--- src/design/global_motion_type_decider_core_assert.svh ---
// ----------------------------------------------------------------------------
// Assertion macros for the global motion type decider
// Shared property forms used by the design's concurrent checks.
// ----------------------------------------------------------------------------
`ifndef GLOBAL_MOTION_TYPE_DECIDER_CORE_ASSERT_SVH
`define GLOBAL_MOTION_TYPE_DECIDER_CORE_ASSERT_SVH

// same-cycle implication, disabled during reset
`define GMTD_ASSERT_IMPL(lbl, clk_sig, rst_sig, ante, cons) \
	lbl: assert property (@(posedge clk_sig) disable iff (!rst_sig) (ante) |-> (cons)) \
		else $error("gmtd: same-cycle check failed");

// next-cycle implication, disabled during reset
`define GMTD_ASSERT_NEXT(lbl, clk_sig, rst_sig, ante, cons) \
	lbl: assert property (@(posedge clk_sig) disable iff (!rst_sig) (ante) |=> (cons)) \
		else $error("gmtd: next-cycle check failed");

`endif

--- src/design/gmtd_pkg.sv ---
// ----------------------------------------------------------------------------
// gmtd_pkg
// Types, widths and codes shared by the global motion type decider.
// ----------------------------------------------------------------------------
package gmtd_pkg;

	localparam int VECTOR_BITS     = 16;
	localparam int MAX_MACROBLOCKS = 65536;
	localparam int BLOCKS_PER_MB   = 16;

	localparam int SUM_W  = VECTOR_BITS + 5;
	localparam int MEAN_W = SUM_W;
	localparam int DIFF_W = SUM_W + 1;
	localparam int SQ_W   = 2 * DIFF_W;
	localparam int DIST_W = SQ_W + 1;
	localparam int SH_W   = 3;

	localparam int PU_CNT_W  = 5;
	localparam int MB_CNT_W  = $clog2(MAX_MACROBLOCKS + 1);
	localparam int BLK_CNT_W = $clog2(BLOCKS_PER_MB * MAX_MACROBLOCKS + 1);

	localparam logic [PU_CNT_W-1:0]  PU_CNT_MAX  = {PU_CNT_W{1'b1}};
	localparam logic [MB_CNT_W-1:0]  MB_CNT_MAX  = MB_CNT_W'(MAX_MACROBLOCKS);
	localparam logic [BLK_CNT_W-1:0] BLK_CNT_MAX = BLK_CNT_W'(BLOCKS_PER_MB * MAX_MACROBLOCKS);

	localparam int THR_W     = 16;
	localparam int RATIO_W   = 8;
	localparam int PROD_W    = BLK_CNT_W + RATIO_W;
	localparam int CFG_IDX_W = 2;
	localparam int CFG_DAT_W = THR_W;

	localparam logic [THR_W-1:0]   THR_RESET   = 16'd16;
	localparam logic               BY_MB_RESET = 1'b1;
	localparam logic [RATIO_W-1:0] RATIO_RESET = 8'd9;

	localparam int QUEUE_DEPTH = 4;
	localparam int QPTR_W      = $clog2(QUEUE_DEPTH);
	localparam int QCNT_W      = $clog2(QUEUE_DEPTH + 1);

	typedef enum logic [1:0] {
		MODE_INTRA = 2'd0,
		MODE_REF1  = 2'd1,
		MODE_REF2  = 2'd2,
		MODE_BOTH  = 2'd3
	} mode_t;

	typedef enum logic [1:0] {
		BND_INSIDE = 2'd0,
		BND_PU     = 2'd1,
		BND_MB     = 2'd2,
		BND_FRAME  = 2'd3
	} bnd_t;

	typedef enum logic [CFG_IDX_W-1:0] {
		CFG_THRESHOLD = 2'd0,
		CFG_BY_MB     = 2'd1,
		CFG_RATIO     = 2'd2
	} cfg_idx_t;

	// one finished PU handed from front to back
	typedef struct packed {
		logic [3:0][SUM_W-1:0]       sums;
		logic [3:0][VECTOR_BITS-1:0] loc;
		mode_t                       mode;
		logic [SH_W-1:0]             sh;
		bnd_t                        bnd;
	} entry_t;

	typedef struct packed {
		logic full;
		logic empty;
	} q_status_t;

	typedef struct packed {
		logic [THR_W-1:0]   thr;
		logic               by_mb;
		logic [RATIO_W-1:0] ratio;
	} cfg_t;

	typedef struct packed {
		logic pu_inter;
		logic pu_use_global;
		logic mb_valid;
		logic mb_use_global;
		logic frame_valid;
		logic frame_use_global;
		logic frame_global_only;
	} res_t;

endpackage

--- src/design/gmtd_queue.sv ---
// ----------------------------------------------------------------------------
// gmtd_queue
// Small FIFO of finished PUs between the front and the back.
// ----------------------------------------------------------------------------
`include "global_motion_type_decider_core_assert.svh"

module gmtd_queue (
	input  logic                clk,
	input  logic                arst_n,
	input  logic                push,
	input  gmtd_pkg::entry_t    push_entry,
	input  logic                pop,
	output gmtd_pkg::entry_t    head,
	output gmtd_pkg::q_status_t qs
);

	gmtd_pkg::entry_t                 mem_q [gmtd_pkg::QUEUE_DEPTH];
	logic [gmtd_pkg::QPTR_W-1:0]      wr_ptr_q;
	logic [gmtd_pkg::QPTR_W-1:0]      rd_ptr_q;
	logic [gmtd_pkg::QCNT_W-1:0]      cnt_q;

	localparam logic [gmtd_pkg::QPTR_W-1:0] PTR_LAST = gmtd_pkg::QPTR_W'(gmtd_pkg::QUEUE_DEPTH - 1);
	localparam logic [gmtd_pkg::QCNT_W-1:0] CNT_FULL = gmtd_pkg::QCNT_W'(gmtd_pkg::QUEUE_DEPTH);

	assign head     = mem_q[rd_ptr_q];
	assign qs.full  = (cnt_q == CNT_FULL);
	assign qs.empty = (cnt_q == '0);

	always_ff @(posedge clk) begin
		if (push) begin
			mem_q[wr_ptr_q] <= push_entry;
		end
	end

	always_ff @(posedge clk or negedge arst_n) begin
		if (!arst_n) begin
			wr_ptr_q <= '0;
			rd_ptr_q <= '0;
			cnt_q    <= '0;
		end else begin
			if (push) begin
				wr_ptr_q <= (wr_ptr_q == PTR_LAST) ? '0 : wr_ptr_q + 1'b1;
			end
			if (pop) begin
				rd_ptr_q <= (rd_ptr_q == PTR_LAST) ? '0 : rd_ptr_q + 1'b1;
			end
			if (push && !pop) begin
				cnt_q <= cnt_q + 1'b1;
			end else if (pop && !push) begin
				cnt_q <= cnt_q - 1'b1;
			end
		end
	end

	`GMTD_ASSERT_IMPL(a_q_no_overflow, clk, arst_n, push, !qs.full)
	`GMTD_ASSERT_IMPL(a_q_no_underflow, clk, arst_n, pop, !qs.empty)
	`GMTD_ASSERT_IMPL(a_q_cnt_range, clk, arst_n, 1'b1, cnt_q <= CNT_FULL)

endmodule

--- config.mk ---
export PLATFORM = sky130hd
export DESIGN_NAME = gmtd_queue
export DESIGN_NICKNAME = d
export VERILOG_FILES = /design/src/design/gmtd_pkg.sv /design/src/design/gmtd_queue.sv
export VERILOG_INCLUDE_DIRS = /design/src /design/src/design
export SDC_FILE = /design/constraint.sdc
export NUM_CORES = 1
export LEC_CHECK = 0
export BUFFER_PORTS_ARGS = -buffer_cell sky130_fd_sc_hd__buf_2
export CAP_MARGIN = 25
export CORE_MARGIN = 8
export CORE_UTILIZATION = 51
export DETAILED_ROUTE_END_ITERATION = 7
export PLACE_DENSITY = 0.75
export SLEW_MARGIN = 20
export SYNTH_ARGS = -nofsm -noshare
export SYNTH_HDL_FRONTEND = slang
export SYNTH_SLANG_ARGS = --single-unit
--- constraint.sdc ---
create_clock -name clk -period 4.85 [get_ports clk]
set_input_delay 1.2125 -clock clk [delete_from_list [all_inputs] [get_ports clk]]
set_output_delay 1.2125 -clock clk [all_outputs]
set_load 0.05 [all_outputs]
# Yosys cells after proc, flatten, opt, wreduce, memory -nomap -nowiden
# Memory sizes are Yosys's and may differ from the RTL's.
# Cells that the tools add are included.
# op_classes
add_sub_neg	4
n_eq_ne	3
n_mux	6
n_reduce_logical	6
# ops
operator	count
2-to-1 mux 3 bit	2
adder 2 x 1 -> 2 bit (second input constant)	2
equality test 2 bit (second input constant)	2
2-to-1 mux 2 bit	2
adder 3 x 1 -> 3 bit (second input constant)	1
equality test 3 bit (second input constant)	1
zero test 3 bit	1
subtractor 3 x 1 -> 3 bit (second input constant)	1
logical AND 1 bit	2
zero test 1 bit	2
2-to-1 mux 1 bit	2
nonzero test 2 bit	1
# word_totals
reg_bits	7
ram_bits	620
inputBits	159
output_inout_bits	157
elab_cells	23
n_memories	1
# memory_table
memory	words	width	rd	rd_clocked_by_memory_dff	write_ports	line_no	rtl
mem_q	4	155	1	0	1	gmtd_queue.sv:17	gmtd_pkg::entry_t mem_q [gmtd_pkg::QUEUE_DEPTH];

# Longest topological paths before layout
# logic_depth
depth_word	4
ltp_mapped	7

# Worst setup path after synthesis
# OpenSTA, ideal clock, no wires.
# synth_path
path_kind	input to register
from	in push
to	mem mem_q[0][0] (netlist bit) (enable)
setup_time_ns	0.533
arrival_time_ns	4.747
t_required_ns	4.317
path_slack_ns	-0.430
path_stages	1
path_buffers	0
path_cell_list	and2_1
# synth_via
elab_chain_len	2
# synth_rtl
item	line_no	rtl
start, declared	gmtd_queue.sv:10	input logic push,
2-to-1 mux 1 bit	gmtd_queue.sv:30	if (push) begin
2-to-1 mux 1 bit (implied by the code)	gmtd_queue.sv:31	mem_q[wr_ptr_q] <= push_entry;
end, declared	gmtd_queue.sv:17	
# Every way passes these cells.

==> impl_metrics.py <==
metrics = {
    "logic_synthesis": {
        "ys_types": 21,
        "syn_area_sq_um": 22900,
        "synthArstFlopShare": 0.0112,
        "synth_top_area_cell": "edfxtp_1",
        "yosys.area.top_type_share": 0.813,
        "synth_flop_cell": "edfxtp_1",
        "yosysWarnings": 0,
        "synthCells": 847,
        "ys_top_cells_by_area": "edfxtp_1, mux4_2, buf_12",
        "synth_commonest_cells": "edfxtp_1, mux4_2, buf_2",
        "syn_area_per_cell_sq_um": 27.0,
        "ys_ff_latch": 627,
        "synth.most_common_cell": "edfxtp_1",
        "synth_seq_area_share": 0.821,
        "syn-num-nets": 1013,
        "synth_edf_count": 620,
    },
    "drt": {
        "drcViolationCount": 0,
        "drt_pass1_iterations": 5,
        "antenna_left": 0,
        "vias": 10200,
        "drt_wl_total_microns": 44100,
        "vias_per_cell": 5.46,
        "dr.first_iter.drc_count": 743,
        "wire_per_inst_microns": 23.7,
    },
    "sta": {
        "slew_headroom": 0.384,
        "whs_ps": 440,
        "maxSlewViolCount": 0,
        "min_period_ps": 3840,
        "period_share": 0.792,
        "finalHoldViolCount": 0,
        "setup_viol": 0,
        "setup_tns_ps": 0,
        "fin_worst_skew_ps": 26.6,
        "rsz0062_at_grt": "no",
        "tightest_slew_ps": 925,
        "fmax_mhz": 260,
    },
    "final_layout": {
        "drive_gt1_frac": 0.461,
        "area_growth_pct": 18.2,
        "fin_nets": 1380,
        "final_area_sq_um": 27100,
        "fin_util": 0.612,
        "n_fill_cell": 2972,
    },
    "worst_setup_path": {
        "reg2reg_depth": 4,
        "path_class": "flip-flop to output port",
        "end_kind": "output port",
        "required_ps": 3640,
        "worstPathArrival_ps": 2630,
        "startpoint_type": "flip-flop",
        "path_max_fanout": 56,
    },
    "global_route": {
        "grt_pass1_wl_microns": 66700,
        "first_global_vias": 10800,
        "track_usage": 0.167,
        "grt_max_degree": 91,
        "antenna_found_initial": 8,
        "grt_overflow": 0,
    },
    "die": {
        "die_area_sq_um": 51900,
        "num_rows": 77,
        "core-area_sq_um": 44200,
        "start_util": 0.518,
        "pin_count": 316,
        "die_h_microns": 228,
        "die_width_microns": 228,
    },
    "outcome": {
        "status": "finished clean",
    },
    "cts": {
        "ctsHoldBuffers": 0,
        "cts_made_buffers": 60,
        "htree_num_levels": 2,
        "post_cts_buffers": 0,
        "cts-resized-gates": 0,
        "clock_path_buffers": 3,
        "cts-root-buf": "clkbuf_16",
        "clock-sinks": 627,
        "clk_latency_ps": 600,
        "cts_tree": "yes",
        "path_clk_slew_ps": 60,
    },
    "placement": {
        "numPortBuffers": 315,
        "placed_area_sq_um": 25200,
        "dp.final_hpwl_microns": 27200,
        "gp_congestion": 0.735,
    },
    "power_and_ir_drop": {
        "leakagePower_nw": 9.19,
        "finalPower_w": 0.0187,
        "power_density_nw_per_um2": 690,
        "ir_drop_mv": 0.558,
    },
    "job": {
        "drv_cap": 0,
    },
    "worst_hold_path": {
        "hold_class": "input pin to asynchronous set/reset pin",
    },
}
[power breakdown]
group / switching, W / internal [W]
registers: 0.000362 / 0.00694
clock network: 0.00187 / 0.00250
logic: 0.00488 / 0.00212
[final cells by class]
| class | count | area (sq um) | area share |
|---|---|---|---|
| Antenna cell | 8 | 20.0 | 0.000740 |
| Clock buffer | 84 | 1630 | 0.0604 |
| Clock inverter | 28 | 219 | 0.00809 |
| Inverter | 4 | 15.0 | 0.000555 |
| Multi-Input combinational cell | 181 | 3720 | 0.138 |
| Sequential cell | 627 | 18800 | 0.695 |
| Tap cell | 592 | 741 | 0.0274 |
| Timing Repair Buffer | 340 | 1900 | 0.0703 |
[kinds of logic (layout without fill, tap and decap cells)]
logic type / count (synthesis) / in the layout / share of synthesized area
fa+ha+maj: 7 / 7 / 0.00415
flops: 627 / 627 / 0.821
mux: 158 / 158 / 0.154
compound gates: 2 / 2 / 0.000437
buf+inv: 39 / 456 / 0.0169
simple gates: 11 / 11 / 0.00246
other cells: 0 / 8 / 0
xor+xnor: 3 / 3 / 0.00115
[layout by cell type, fill, tap and decap left out, types with 5 or more instances in the layout]
master and count:
buf_12 11, buf_2 315, buf_4 14, clkbuf_1 22, clkbuf_16 62, clkinv_1 11, clkinv_2 11, dfrtp_1 5
diode_2 8, edfxtp_1 620, ha_1 6, mux4_2 155
[layer usage]
| layer | GRT usage | up-vias | share of wire |
|---|---|---|---|
| li1 | - | 4432 | - |
| met4 | 0.0387 | 10 | 0.014 |
| met3 | 0.0593 | 55 | 0.082 |
| met1 | 0.222 | 5369 | 0.41 |
| met5 | 0 | - | 0.0015 |
| met2 | 0.264 | 303 | 0.50 |
[stage by stage]
step / cells / worst slack, ps
finish: 1864 / 1010
global route: 1858 / 850
CTS: 1856 / 911
detailed placement: 1744 / 1580
global placement: 1744 / 1600
floorplan: 847 / 1280
[worst max-delay path, cell delays in order (launching register included)]
cell and delay [ps]:
dfrtp_4 1030, buf_12 320, mux4_2 380, buf_2 240
[flip-flops by register name (all words and copies together) (netlist names)]
register,flops
rd_ptr_q,2
mem_q,620
wr_ptr_q,2
cnt_q,3
[final timing paths]
path,from,endpoint,slack [ps]
worst max-delay path,rd_ptr_q[1]$_DFFE_PN0P_,head[57],1010
worst min-delay path,arst_n,cnt_q[2]$_DFFE_PN0P_,440
worst max register to register,wr_ptr_q[0]$_DFFE_PN0P_,mem_q[0][70]$_DFFE_PP_,2670
worst min register to register,cnt_q[2]$_DFFE_PN0P_,cnt_q[2]$_DFFE_PN0P_,490
max in group asynchronous,arst_n,rd_ptr_q[0]$_DFFE_PN0P_,4220
min in group clk,cnt_q[2]$_DFFE_PN0P_,cnt_q[2]$_DFFE_PN0P_,490
Note: power is estimated with default switching activity, not from simulation.
