## src/design/global_motion_type_decider_core_assert.svh

```systemverilog
// ----------------------------------------------------------------------------
// Assertion macros for the global motion type decider
// Shared property forms used by the design's concurrent checks.
// ----------------------------------------------------------------------------
`ifndef GLOBAL_MOTION_TYPE_DECIDER_CORE_ASSERT_SVH
`define GLOBAL_MOTION_TYPE_DECIDER_CORE_ASSERT_SVH

// same-cycle implication, disabled during reset
`define GMTD_ASSERT_IMPL(lbl, clk_sig, rst_sig, ante, cons) \
	lbl: assert property (@(posedge clk_sig) disable iff (!rst_sig) (ante) |-> (cons)) \
		else $error("gmtd: same-cycle check failed");

// next-cycle implication, disabled during reset
`define GMTD_ASSERT_NEXT(lbl, clk_sig, rst_sig, ante, cons) \
	lbl: assert property (@(posedge clk_sig) disable iff (!rst_sig) (ante) |=> (cons)) \
		else $error("gmtd: next-cycle check failed");

`endif

```

## src/design/gmtd_pkg.sv

```systemverilog
// ----------------------------------------------------------------------------
// gmtd_pkg
// Types, widths and codes shared by the global motion type decider.
// ----------------------------------------------------------------------------
package gmtd_pkg;

	localparam int VECTOR_BITS     = 16;
	localparam int MAX_MACROBLOCKS = 65536;
	localparam int BLOCKS_PER_MB   = 16;

	localparam int SUM_W  = VECTOR_BITS + 5;
	localparam int MEAN_W = SUM_W;
	localparam int DIFF_W = SUM_W + 1;
	localparam int SQ_W   = 2 * DIFF_W;
	localparam int DIST_W = SQ_W + 1;
	localparam int SH_W   = 3;

	localparam int PU_CNT_W  = 5;
	localparam int MB_CNT_W  = $clog2(MAX_MACROBLOCKS + 1);
	localparam int BLK_CNT_W = $clog2(BLOCKS_PER_MB * MAX_MACROBLOCKS + 1);

	localparam logic [PU_CNT_W-1:0]  PU_CNT_MAX  = {PU_CNT_W{1'b1}};
	localparam logic [MB_CNT_W-1:0]  MB_CNT_MAX  = MB_CNT_W'(MAX_MACROBLOCKS);
	localparam logic [BLK_CNT_W-1:0] BLK_CNT_MAX = BLK_CNT_W'(BLOCKS_PER_MB * MAX_MACROBLOCKS);

	localparam int THR_W     = 16;
	localparam int RATIO_W   = 8;
	localparam int PROD_W    = BLK_CNT_W + RATIO_W;
	localparam int CFG_IDX_W = 2;
	localparam int CFG_DAT_W = THR_W;

	localparam logic [THR_W-1:0]   THR_RESET   = 16'd16;
	localparam logic               BY_MB_RESET = 1'b1;
	localparam logic [RATIO_W-1:0] RATIO_RESET = 8'd9;

	localparam int QUEUE_DEPTH = 4;
	localparam int QPTR_W      = $clog2(QUEUE_DEPTH);
	localparam int QCNT_W      = $clog2(QUEUE_DEPTH + 1);

	typedef enum logic [1:0] {
		MODE_INTRA = 2'd0,
		MODE_REF1  = 2'd1,
		MODE_REF2  = 2'd2,
		MODE_BOTH  = 2'd3
	} mode_t;

	typedef enum logic [1:0] {
		BND_INSIDE = 2'd0,
		BND_PU     = 2'd1,
		BND_MB     = 2'd2,
		BND_FRAME  = 2'd3
	} bnd_t;

	typedef enum logic [CFG_IDX_W-1:0] {
		CFG_THRESHOLD = 2'd0,
		CFG_BY_MB     = 2'd1,
		CFG_RATIO     = 2'd2
	} cfg_idx_t;

	// one finished PU handed from front to back
	typedef struct packed {
		logic [3:0][SUM_W-1:0]       sums;
		logic [3:0][VECTOR_BITS-1:0] loc;
		mode_t                       mode;
		logic [SH_W-1:0]             sh;
		bnd_t                        bnd;
	} entry_t;

	typedef struct packed {
		logic full;
		logic empty;
	} q_status_t;

	typedef struct packed {
		logic [THR_W-1:0]   thr;
		logic               by_mb;
		logic [RATIO_W-1:0] ratio;
	} cfg_t;

	typedef struct packed {
		logic pu_inter;
		logic pu_use_global;
		logic mb_valid;
		logic mb_use_global;
		logic frame_valid;
		logic frame_use_global;
		logic frame_global_only;
	} res_t;

endpackage

```

## src/design/gmtd_front.sv

```systemverilog
// ----------------------------------------------------------------------------
// gmtd_front
// Accepts block words, sums global vectors per PU and queues finished PUs.
// ----------------------------------------------------------------------------
module gmtd_front (
	input  logic                                clk,
	input  logic                                arst_n,
	input  logic                                in_valid,
	output logic                                in_ready,
	input  logic [1:0]                          pu_mode,
	input  logic [1:0]                          pu_depth,
	input  logic [gmtd_pkg::VECTOR_BITS-1:0]    local1_x,
	input  logic [gmtd_pkg::VECTOR_BITS-1:0]    local1_y,
	input  logic [gmtd_pkg::VECTOR_BITS-1:0]    local2_x,
	input  logic [gmtd_pkg::VECTOR_BITS-1:0]    local2_y,
	input  logic [gmtd_pkg::VECTOR_BITS-1:0]    glob1_x,
	input  logic [gmtd_pkg::VECTOR_BITS-1:0]    glob1_y,
	input  logic [gmtd_pkg::VECTOR_BITS-1:0]    glob2_x,
	input  logic [gmtd_pkg::VECTOR_BITS-1:0]    glob2_y,
	input  logic [1:0]                          boundary,
	input  gmtd_pkg::q_status_t                 qs,
	output logic                                push,
	output gmtd_pkg::entry_t                    push_entry
);

	logic [3:0][gmtd_pkg::SUM_W-1:0]       sums_q;
	logic [3:0][gmtd_pkg::SUM_W-1:0]       sums_n;
	logic [3:0][gmtd_pkg::VECTOR_BITS-1:0] glob_in;
	logic [1:0]                            depth_cl;
	logic                                  accept;
	gmtd_pkg::bnd_t                        bnd;

	assign glob_in  = {glob2_y, glob2_x, glob1_y, glob1_x};
	assign bnd      = gmtd_pkg::bnd_t'(boundary);
	assign in_ready = !qs.full;
	assign accept   = in_valid && in_ready;
	assign push     = accept && (bnd != gmtd_pkg::BND_INSIDE);

	// split depth three behaves as depth two
	assign depth_cl = (pu_depth > 2'd2) ? 2'd2 : pu_depth;

	always_comb begin
		for (int k = 0; k < 4; k++) begin
			sums_n[k] = sums_q[k] + gmtd_pkg::SUM_W'($signed(glob_in[k]));
		end
	end

	always_comb begin
		push_entry.sums = sums_n;
		push_entry.loc  = {local2_y, local2_x, local1_y, local1_x};
		push_entry.mode = gmtd_pkg::mode_t'(pu_mode);
		push_entry.sh   = {2'd2 - depth_cl, 1'b0};
		push_entry.bnd  = bnd;
	end

	always_ff @(posedge clk or negedge arst_n) begin
		if (!arst_n) begin
			sums_q <= '0;
		end else if (accept) begin
			sums_q <= (bnd != gmtd_pkg::BND_INSIDE) ? '0 : sums_n;
		end
	end

endmodule

```

## config.mk

```make
export PLATFORM = sky130hd
export DESIGN_NAME = gmtd_front
export DESIGN_NICKNAME = d
export VERILOG_FILES = /design/src/design/global_motion_type_decider_core_assert.svh /design/src/design/gmtd_pkg.sv /design/src/design/gmtd_front.sv
export SDC_FILE = /design/constraint.sdc
export NUM_CORES = 1
export LEC_CHECK = 0
export ABC_AREA = 1
export ABC_CLOCK_PERIOD_IN_PS = 2100
export BUFFER_PORTS_ARGS = -buffer_cell sky130_fd_sc_hd__buf_2
export CAP_MARGIN = 0
export CELL_PAD_IN_SITES_DETAIL_PLACEMENT = 0
export CELL_PAD_IN_SITES_GLOBAL_PLACEMENT = 1
export CORE_MARGIN = 8
export CORE_UTILIZATION = 30
export CTS_BUF_LIST = sky130_fd_sc_hd__clkbuf_16
export CTS_CLUSTER_SIZE = 20
export DETAILED_ROUTE_END_ITERATION = 10
export GPL_TIMING_DRIVEN = 0
export PLACE_DENSITY_LB_ADDON = 0.25
export SYNTH_ARGS = -nofsm -noshare
export SYNTH_HDL_FRONTEND = slang
export SYNTH_SLANG_ARGS = --single-unit
```

## constraint.sdc

```tcl
create_clock -name clk -period 2.1 [get_ports clk]
set_input_delay 0.315 -clock clk [delete_from_list [all_inputs] [get_ports clk]]
set_output_delay 0.315 -clock clk [all_outputs]
set_load 0.02 [all_outputs]
```

## Yosys cells after proc, flatten, opt, wreduce, memory -nomap -nowiden

Cells that the tools add are included.

- Register bits: 84
- Input bits: 139
- Output and inout port bits: 157
- Logic and storage cells: 16

- Add/subtract/negate cells: 5
- Magnitude comparators: 1
- Muxes and demuxes: 2
- Reduce and logical (&&, ||, !) cells: 4

Operators by type and width:

| kind | number |
|---|---|
| $add 21x21->21 | 4 |
| $mux 84 | 1 |
| $gt 2x2->1 const B | 1 |
| $logic_and 1x1->1 | 2 |
| $mux 2 | 1 |
| $reduce_bool 2->1 | 1 |
| $sub 2x2->2 const A | 1 |
| $logic_not 1->1 | 1 |

## Longest topological paths before layout

Gate-level depths: netlist of the first run.

- Depth in word-level cells: 3
- Gate-level depth with buffers: 12

## Worst setup path after synthesis of the first run

OpenSTA, ideal clock, no wires.

- Path kind: register to output
- Start: reg sums_q[0] (netlist bit)
- End: out push_entry[87] (netlist bit)
- Arrival time: 1.748 ns
- Path slack: 0.037 ns
- Cell stages (with the launch flop): 11
- Buffers on the path: 0
- Cell sequence: dfrtp_1 > ha_1 > fa_1 > nand3_1 > nand3_2 > nand2_1 > nand3_2 > nand2_1 > nand2_1 > nand2_1 > and2_1

RTL lines:

| item | RTL line | text |
|---|---|---|
| start, declared | gmtd_front.sv:26 | `logic [3:0][gmtd_pkg::SUM_W-1:0] sums_q;` |
| start signal, assigned | gmtd_front.sv:60 | `sums_q <= (bnd != gmtd_pkg::BND_INSIDE) ? '0 : sums_n;` |
| end, declared | gmtd_front.sv:23 | `output gmtd_pkg::entry_t push_entry` |

==> results.toml, run 1 <==
[critical_path]
crit_arrival_ns = 2.26
worst_ep_required_time_ns = 1.78
critPathTopFamily = "simple AND/OR/NAND/NOR gates"
cp_slowest_stage_delay_ns = 0.41
cpMostUsedCell = "nand3_4"
crit_chain = "ha_4 -> fa_2 -> nand3_2 -> nand3_4 -> nand2_4 -> nand3_4 -> nand2_2 -> nand3b_1 -> and2_4 -> buf_6"
crit_slowest_cell = "dfrtp_1"
setup.worst_path.end_class = "output port"
critPathMaxFanout = 4
start_kind = "flip-flop"
path_buf_inv = 1
crit_type = "flip-flop to output port"
r2r_setup_slack_ns = -0.41

[min_path]
worstHoldPathType = "input pin to flip-flop"

[floorplanning]
core_area_sq_um = 30500
die_x_microns = 192
boundaryPins = 296
initial_utilization = 0.303
rows = 64
die_height_microns = 192
die_area_sq_um = 36700

[place]
port_buffers = 227
place_area_sq_um = 10900
gp_congestion = 0.882
hpwl_mm = 26.2

[detailed_routing]
wl_per_cell_microns = 16.0
wirelength_mm = 35.9
viasPerCell = 4.67
antenna_left = 0
vias = 10500
drt_iter0_drc = 418
dr.pass1.iters = 5
drc = 0

[timing]
slew_violations = 0
rsz0062_at_grt = "true"
holdWs_ns = 0.338
tightest_slew_ns = 0.737
timing.fmax_mhz = 388
finalCriticalPeriod_ns = 2.58
hold_viol_final = 0
fin_crit_sh = 1.23
setup_slack_ns = -0.477
finClkSkew_ns = 0.0111
finalSetupViolations = 75
slew_headroom = 0.509

[logic_synthesis]
syn_area_sq_um = 9260
synth_edf_count = 0
synth_flop_cell = "dfrtp_1"
synthCells = 1445
yosysTopAreaCell = "dfrtp_1"
synth_top_area_share = 0.227
synth.net_count = 1668
synth.yosys.seq_area_share = 0.227
synth.distinct_cells = 33
ys_ff_latch = 84
yosysMostFrequentCell = "nand2_1"
ys_warn_count = 0
yosys-top-cells-count = "532 x nand2_1, 195 x inv_1, 97 x nand3_1, 84 x dfrtp_1, 80 x ha_1"
synth.avg_cell_area_sq_um = 6.41
async_flop_share = 1.00
synth_area_leaders = "dfrtp_1 23%, nand2_1 22%, ha_1 11%"

[final_layout]
final_area_sq_um = 16500
syn_to_final_growth_pct = 78.3
n_antenna_cell = 0
multi_input_area_sq_um = 9230
top_register = "sums_q"
drive_above_1_share = 0.577
largest_reg_flops = 84
reg.largest.list = "sums_q x84"
fin_nets = 2070
utilization = 0.541
fillers = 2874
area.sequential_sq_um = 2100

[clock_tree]
htree_levels = 3
cts_tree = "done"
cts.sinks = 84
cts-buffers-inserted = 9
insertion_delay_ns = 0.36
clk_path_buf_depth = 2
clkTransAtPathRegs_ns = 0.07
cts_root_buffer = "clkbuf_16"

[global_routing]
antenna_found_initial = 0
grt_util_all_layers = 0.184
grt_max_degree = 44
grt-ovfl-total = 0
grt_pass1_vias = 10600
grt_pass1_wl_mm = 54.5

[power]
leakage_nw = 8.69
ir_drop_v = 0.000304
power_density_nw_per_um2 = 688

[outcome]
status = "finished with violations"
violations = "setup timing"

[job]
drv_cap = 0
[worst reg2reg max path, delay by kind of cell, from the launching register on]
kind                     cells  cell delay (ns)
flip-flops                   1             0.41
buffers and inverters        6             0.75
AND/OR/NAND/NOR              8             0.72
adder cells (fa/ha/maj)      2             0.55
[cells by family (layout without fill, tap and decap cells)]
group / Yosys count / count (layout) / synth area share
and+or+nand+nor: 846 / 846 / 0.408
buffers and inverters: 282 / 689 / 0.143
AOI/OAI and AO/OA: 116 / 116 / 0.0743
adders and majority gates: 84 / 84 / 0.117
DFF: 84 / 84 / 0.227
xor gates and xnor gates: 32 / 32 / 0.0303
other: 1 / 1 / 0.000405
[per-layer routing]
layer | wire length, microns | global-route usage
met5 | 0 | 0
met2 | 17600 | 0.319
met3 | 2020 | 0.0338
met1 | 15700 | 0.234
met4 | 554 | 0.0438
[final timing paths]
| path | start | cells past startpoint | end |
|---|---|---|---|
| hold reg to reg | sums_q[61]$_DFFE_PN0P_ | 2 | sums_q[61]$_DFFE_PN0P_ |
| setup reg to reg | sums_q[0]$_DFFE_PN0P_ | 16 | sums_q[12]$_DFFE_PN0P_ |
| hold / removal | glob2_y[0] | 3 | sums_q[63]$_DFFE_PN0P_ |
| setup / recovery | sums_q[21]$_DFFE_PN0P_ | 10 | push_entry[104] |
| min in group asynchronous | arst_n | 2 | sums_q[56]$_DFFE_PN0P_ |
| max in group asynchronous | arst_n | 3 | sums_q[16]$_DFFE_PN0P_ |
[cell type report]
cell class                      instances  area share
Multi-Input combinational cell       1079       0.559
Clock buffer                            9      0.0136
Clock inverter                          7     0.00697
Timing Repair Buffer                  392       0.182
Sequential cell                        84       0.127
Buffer                                 85      0.0356
Tap cell                              396      0.0300
Inverter                              196      0.0450
[cells in the final DEF, fill, tap and decap left out, drive strengths merged, types with 12 or more instances in the layout]
| cell | instances |
|---|---|
| nand2 | 554 |
| buf | 471 |
| inv | 198 |
| nand3 | 112 |
| nor2 | 88 |
| dfrtp | 84 |
| ha | 80 |
| a21oi | 60 |
| and2 | 48 |
| o21ai | 28 |
| xnor2 | 28 |
| nand3b | 20 |
| o21bai | 16 |
| clkbuf | 14 |
| a22o | 12 |
[what timing repair did]
action | CTS | global route
endpoints found under the hold margin | 5 | 0
gates resized for setup | 576 | 321
setup endpoints to repair | 77 | 82
hold buffers | 1 | 0
setup buffers | 102 | 80
pin swaps | 193 | 226
[report_power, final]
part	internal, mW	leakage [nW]	switching, mW	total [mW]
combinational	3.57	7.39	3.80	7.37
clock	1.17	0.167	0.819	1.98
sequential	1.80	1.13	0.197	2.00
[stage by stage]
step                std cells  power [mW]  TNS (ns)  worst slack (ns)
CTS                      2188        10.3    -26.17            -0.505
global placement         2068        6.12    -41.25            -0.419
floorplan                1445        4.86         0            0.0374
finish                   2248        11.4    -21.14            -0.477
detailed placement       2069        6.14    -10.94            -0.401
global route             2248        12.0    -27.83            -0.580
(Power assumes the default switching activity.)
==> inputs of run 2 (changes only) <==
--- a/config.mk
+++ b/config.mk
@@ -5,7 +5,6 @@
 export SDC_FILE = /design/constraint.sdc
 export NUM_CORES = 1
 export LEC_CHECK = 0
-export ABC_AREA = 1
 export ABC_CLOCK_PERIOD_IN_PS = 2100
 export BUFFER_PORTS_ARGS = -buffer_cell sky130_fd_sc_hd__buf_2
 export CAP_MARGIN = 0
==> run 2 against run 1 <==
The flow still finishes with violations (setup timing). Final area shrank 20%. Total power decreased by 10%. Clock skew down 0.0027 ns. Synthesized cell count down 37%. Highest routed layer is now met5. First-iteration DRC count is 8.9% lower. Flip-flop and latch count stayed put. Non-clock buffer count fell by 38. Largest cell class unchanged. Sequential share of layout area increased by 3.2 points. Maximum frequency down 20%. Register-to-register slack worse by 0.29 ns.
==> results.toml, run 2 <==
[min_path]
worstHoldPathType = "input pin to flip-flop"

[global_routing]
grt_util_met2 = 0.271
antenna_found_initial = 2
grt-ovfl-total = 0
globalRouteMet3Util = 0.0404
grt_pass1_wl_mm = 42.1
grt.busiest_layer = "met2"
use_met1 = 0.207
grt_max_degree = 59
grt_pass1_vias = 8181
grt_util_all_layers = 0.161

[detailed_routing]
viasPerCell = 5.09
drt_iter0_drc = 381
wirelength_mm = 27.3
antenna_left = 0
drc = 0
vias = 8055
dr.pass1.iters = 4
wl_per_cell_microns = 17.3

[timing]
hold_viol_final = 0
finClkSkew_ns = 0.00835
slew_violations = 0
finalCriticalPeriod_ns = 3.21
holdWs_ns = 0.333
fin_crit_sh = 1.53
tightest_slew_ns = 0.784
slew_headroom = 0.477
setup_slack_ns = -1.11
timing.fmax_mhz = 312
rsz0062_at_grt = "true"
finalSetupViolations = 120

[logic_synthesis]
synth_top_area_share = 0.263
synth_top_family_by_area = "compound AO/OA/AOI/OAI gates"
synth-simple-area-share = 0.115
synth-compound-area-share = 0.305
synth.yosys.seq_area_share = 0.263
syn_area_sq_um = 7990
synth.net_count = 1128
ys_ff_latch = 84
synth_area_leaders = "dfrtp_1 26%, ha_1 13%, a22o_1 7.9%"
synth_flop_cell = "dfrtp_1"
ys_warn_count = 0
yosysMostFrequentCell = "dfrtp_1"
async_flop_share = 1.00
synth.distinct_cells = 70
yosys-top-cells-count = "84 x dfrtp_1, 80 x ha_1, 72 x a22o_1, 69 x a21oi_1, 69 x buf_4"
synth_edf_count = 0
synth.avg_cell_area_sq_um = 8.82
synth_mux_area_frac = 0.00877
synthCells = 905
yosysTopAreaCell = "dfrtp_1"
synthXorXnorAreaFrac = 0.0768
synthAdderAreaFrac = 0.135

[power]
leakage_nw = 6.19
ir_drop_v = 0.000358
power_density_nw_per_um2 = 774

[clock_tree]
clkTransAtPathRegs_ns = 0.07
insertion_delay_ns = 0.35
cts.sinks = 84
cts_root_buffer = "clkbuf_16"
cts_tree = "done"
cts-buffers-inserted = 9
htree_levels = 3
clk_path_buf_depth = 2

[outcome]
violations = "setup timing"
status = "finished with violations"

[final_layout]
fin_nets = 1465
final_cell_mix = "159 x buf_4, 152 x buf_2, 92 x buf_6"
utilization = 0.504
drive_above_1_share = 0.545
top_register = "sums_q"
syn_to_final_growth_pct = 64.9
largest_reg_flops = 84
final_common_cell = "buf_4"
reg.largest.list = "sums_q x84"

[floorplanning]
rows = 59
boundaryPins = 296
core_area_sq_um = 26100
die_height_microns = 179
initial_utilization = 0.306
die_x_microns = 179
die_area_sq_um = 32100

[job]
drv_cap = 0

[place]
port_buffers = 227
gp_congestion = 0.819
hpwl_mm = 19.8

[critical_path]
crit_arrival_ns = 2.89
critPathMaxFanout = 3
crit_type = "flip-flop to output port"
start_kind = "flip-flop"
worst_ep_required_time_ns = 1.78
setup.worst_path.end_class = "output port"
run 2: changes by cell type after synthesis, sizes merged, moves of 16 or more:
cell,delta
a21o,+38
a22o,+60
and2,-47
clkbuf,+38
inv,-176
nand2,-506
nand3,-89
nand3b,-19
nor2,-29
o21ai,+26
xnor2,+16
xor2,+22
run 2: cell families (layout without fill, tap and decap cells):
| group | count (synthesis) | after routing |
|---|---|---|
| fa+ha+maj | 84 | 84 |
| compound gates | 335 | 335 |
| simple gates | 191 | 191 |
| xor+xnor | 70 | 70 |
| other cells | 1 | 2 |
| buf+inv | 133 | 475 |
| mux | 7 | 7 |
| flops | 84 | 84 |
run 2: metrics by stage:
stage | setup TNS [ns] | instance area [sq um] | cells | power [mW] | worst slack (ns)
after CTS | -56.95 | 12200 | 1545 | 9.61 | -1.16
after global routing | -67.41 | 13200 | 1582 | 10.8 | -1.21
after detailed placement | -96.87 | 10400 | 1468 | 6.79 | -0.959
after global placement | -125.58 | 10400 | 1467 | 6.77 | -0.947
final | -55.74 | 13200 | 1583 | 10.2 | -1.11
after floorplan | -13.11 | 8830 | 905 | 5.53 | -0.618
run 2: critical path, cell delays in order (launching register included):
cell and delay (ns):
dfrtp_1 0.40, ha_4 0.17, fa_2 0.35, a211oi_2 0.24, nor2_2 0.08, o31a_1 0.30
o32a_4 0.36, buf_4 0.17, a21oi_4 0.18, xnor2_2 0.15, buf_6 0.15
run 2: worst paths after layout:
| check | from | endpoint | slack, ns | cells past startpoint |
|---|---|---|---|---|
| worst min register to register | sums_q[20]$_DFFE_PN0P_ | sums_q[20]$_DFFE_PN0P_ | 0.45 | 1 |
| worst max-delay path | sums_q[0]$_DFFE_PN0P_ | push_entry[87] | -1.11 | 10 |
| max in group asynchronous | arst_n | sums_q[60]$_DFFE_PN0P_ | 1.01 | 3 |
| min in group asynchronous | arst_n | sums_q[66]$_DFFE_PN0P_ | 0.43 | 2 |
| worst min-delay path | glob2_y[0] | sums_q[63]$_DFFE_PN0P_ | 0.33 | 3 |
| worst max register to register | sums_q[0]$_DFFE_PN0P_ | sums_q[20]$_DFFE_PN0P_ | -0.70 | 11 |
run 2: cell type report:
cell class | count | area [sq um]
timing repair buffer | 336 | 2530
clock inverter | 7 | 58.8
multi-input combinational | 688 | 7070
buffer | 103 | 669
clock buffer | 9 | 225
tap | 335 | 419
sequential | 84 | 2100
antenna | 1 | 2.50
inverter | 20 | 77.6
fill | 2450 | 13000
run 2: metal layers:
metal / vias to the layer above / part of all wire
met2: 207 / 0.48
met3: 25 / 0.056
met4: 4 / 0.010
li1: 3962 / -
met5: - / 0.00084
met1: 3857 / 0.45
run 2: power by group:
part           total, mW  leakage, nW  switching, mW  internal [mW]
Combinational       6.54         4.92           3.35           3.19
Sequential          2.01         1.13          0.169           1.84
Clock               1.64        0.141          0.729          0.908
run 2: timing repair:
item                                   in CTS  in global routing
gates resized for setup                   240                139
cloned                                      0                  0
hold buffers                                1                  0
setup endpoints to repair                 155                159
pin swaps                                  87                 90
endpoints found under the hold margin      26                  0
buffers inserted                           64                 58
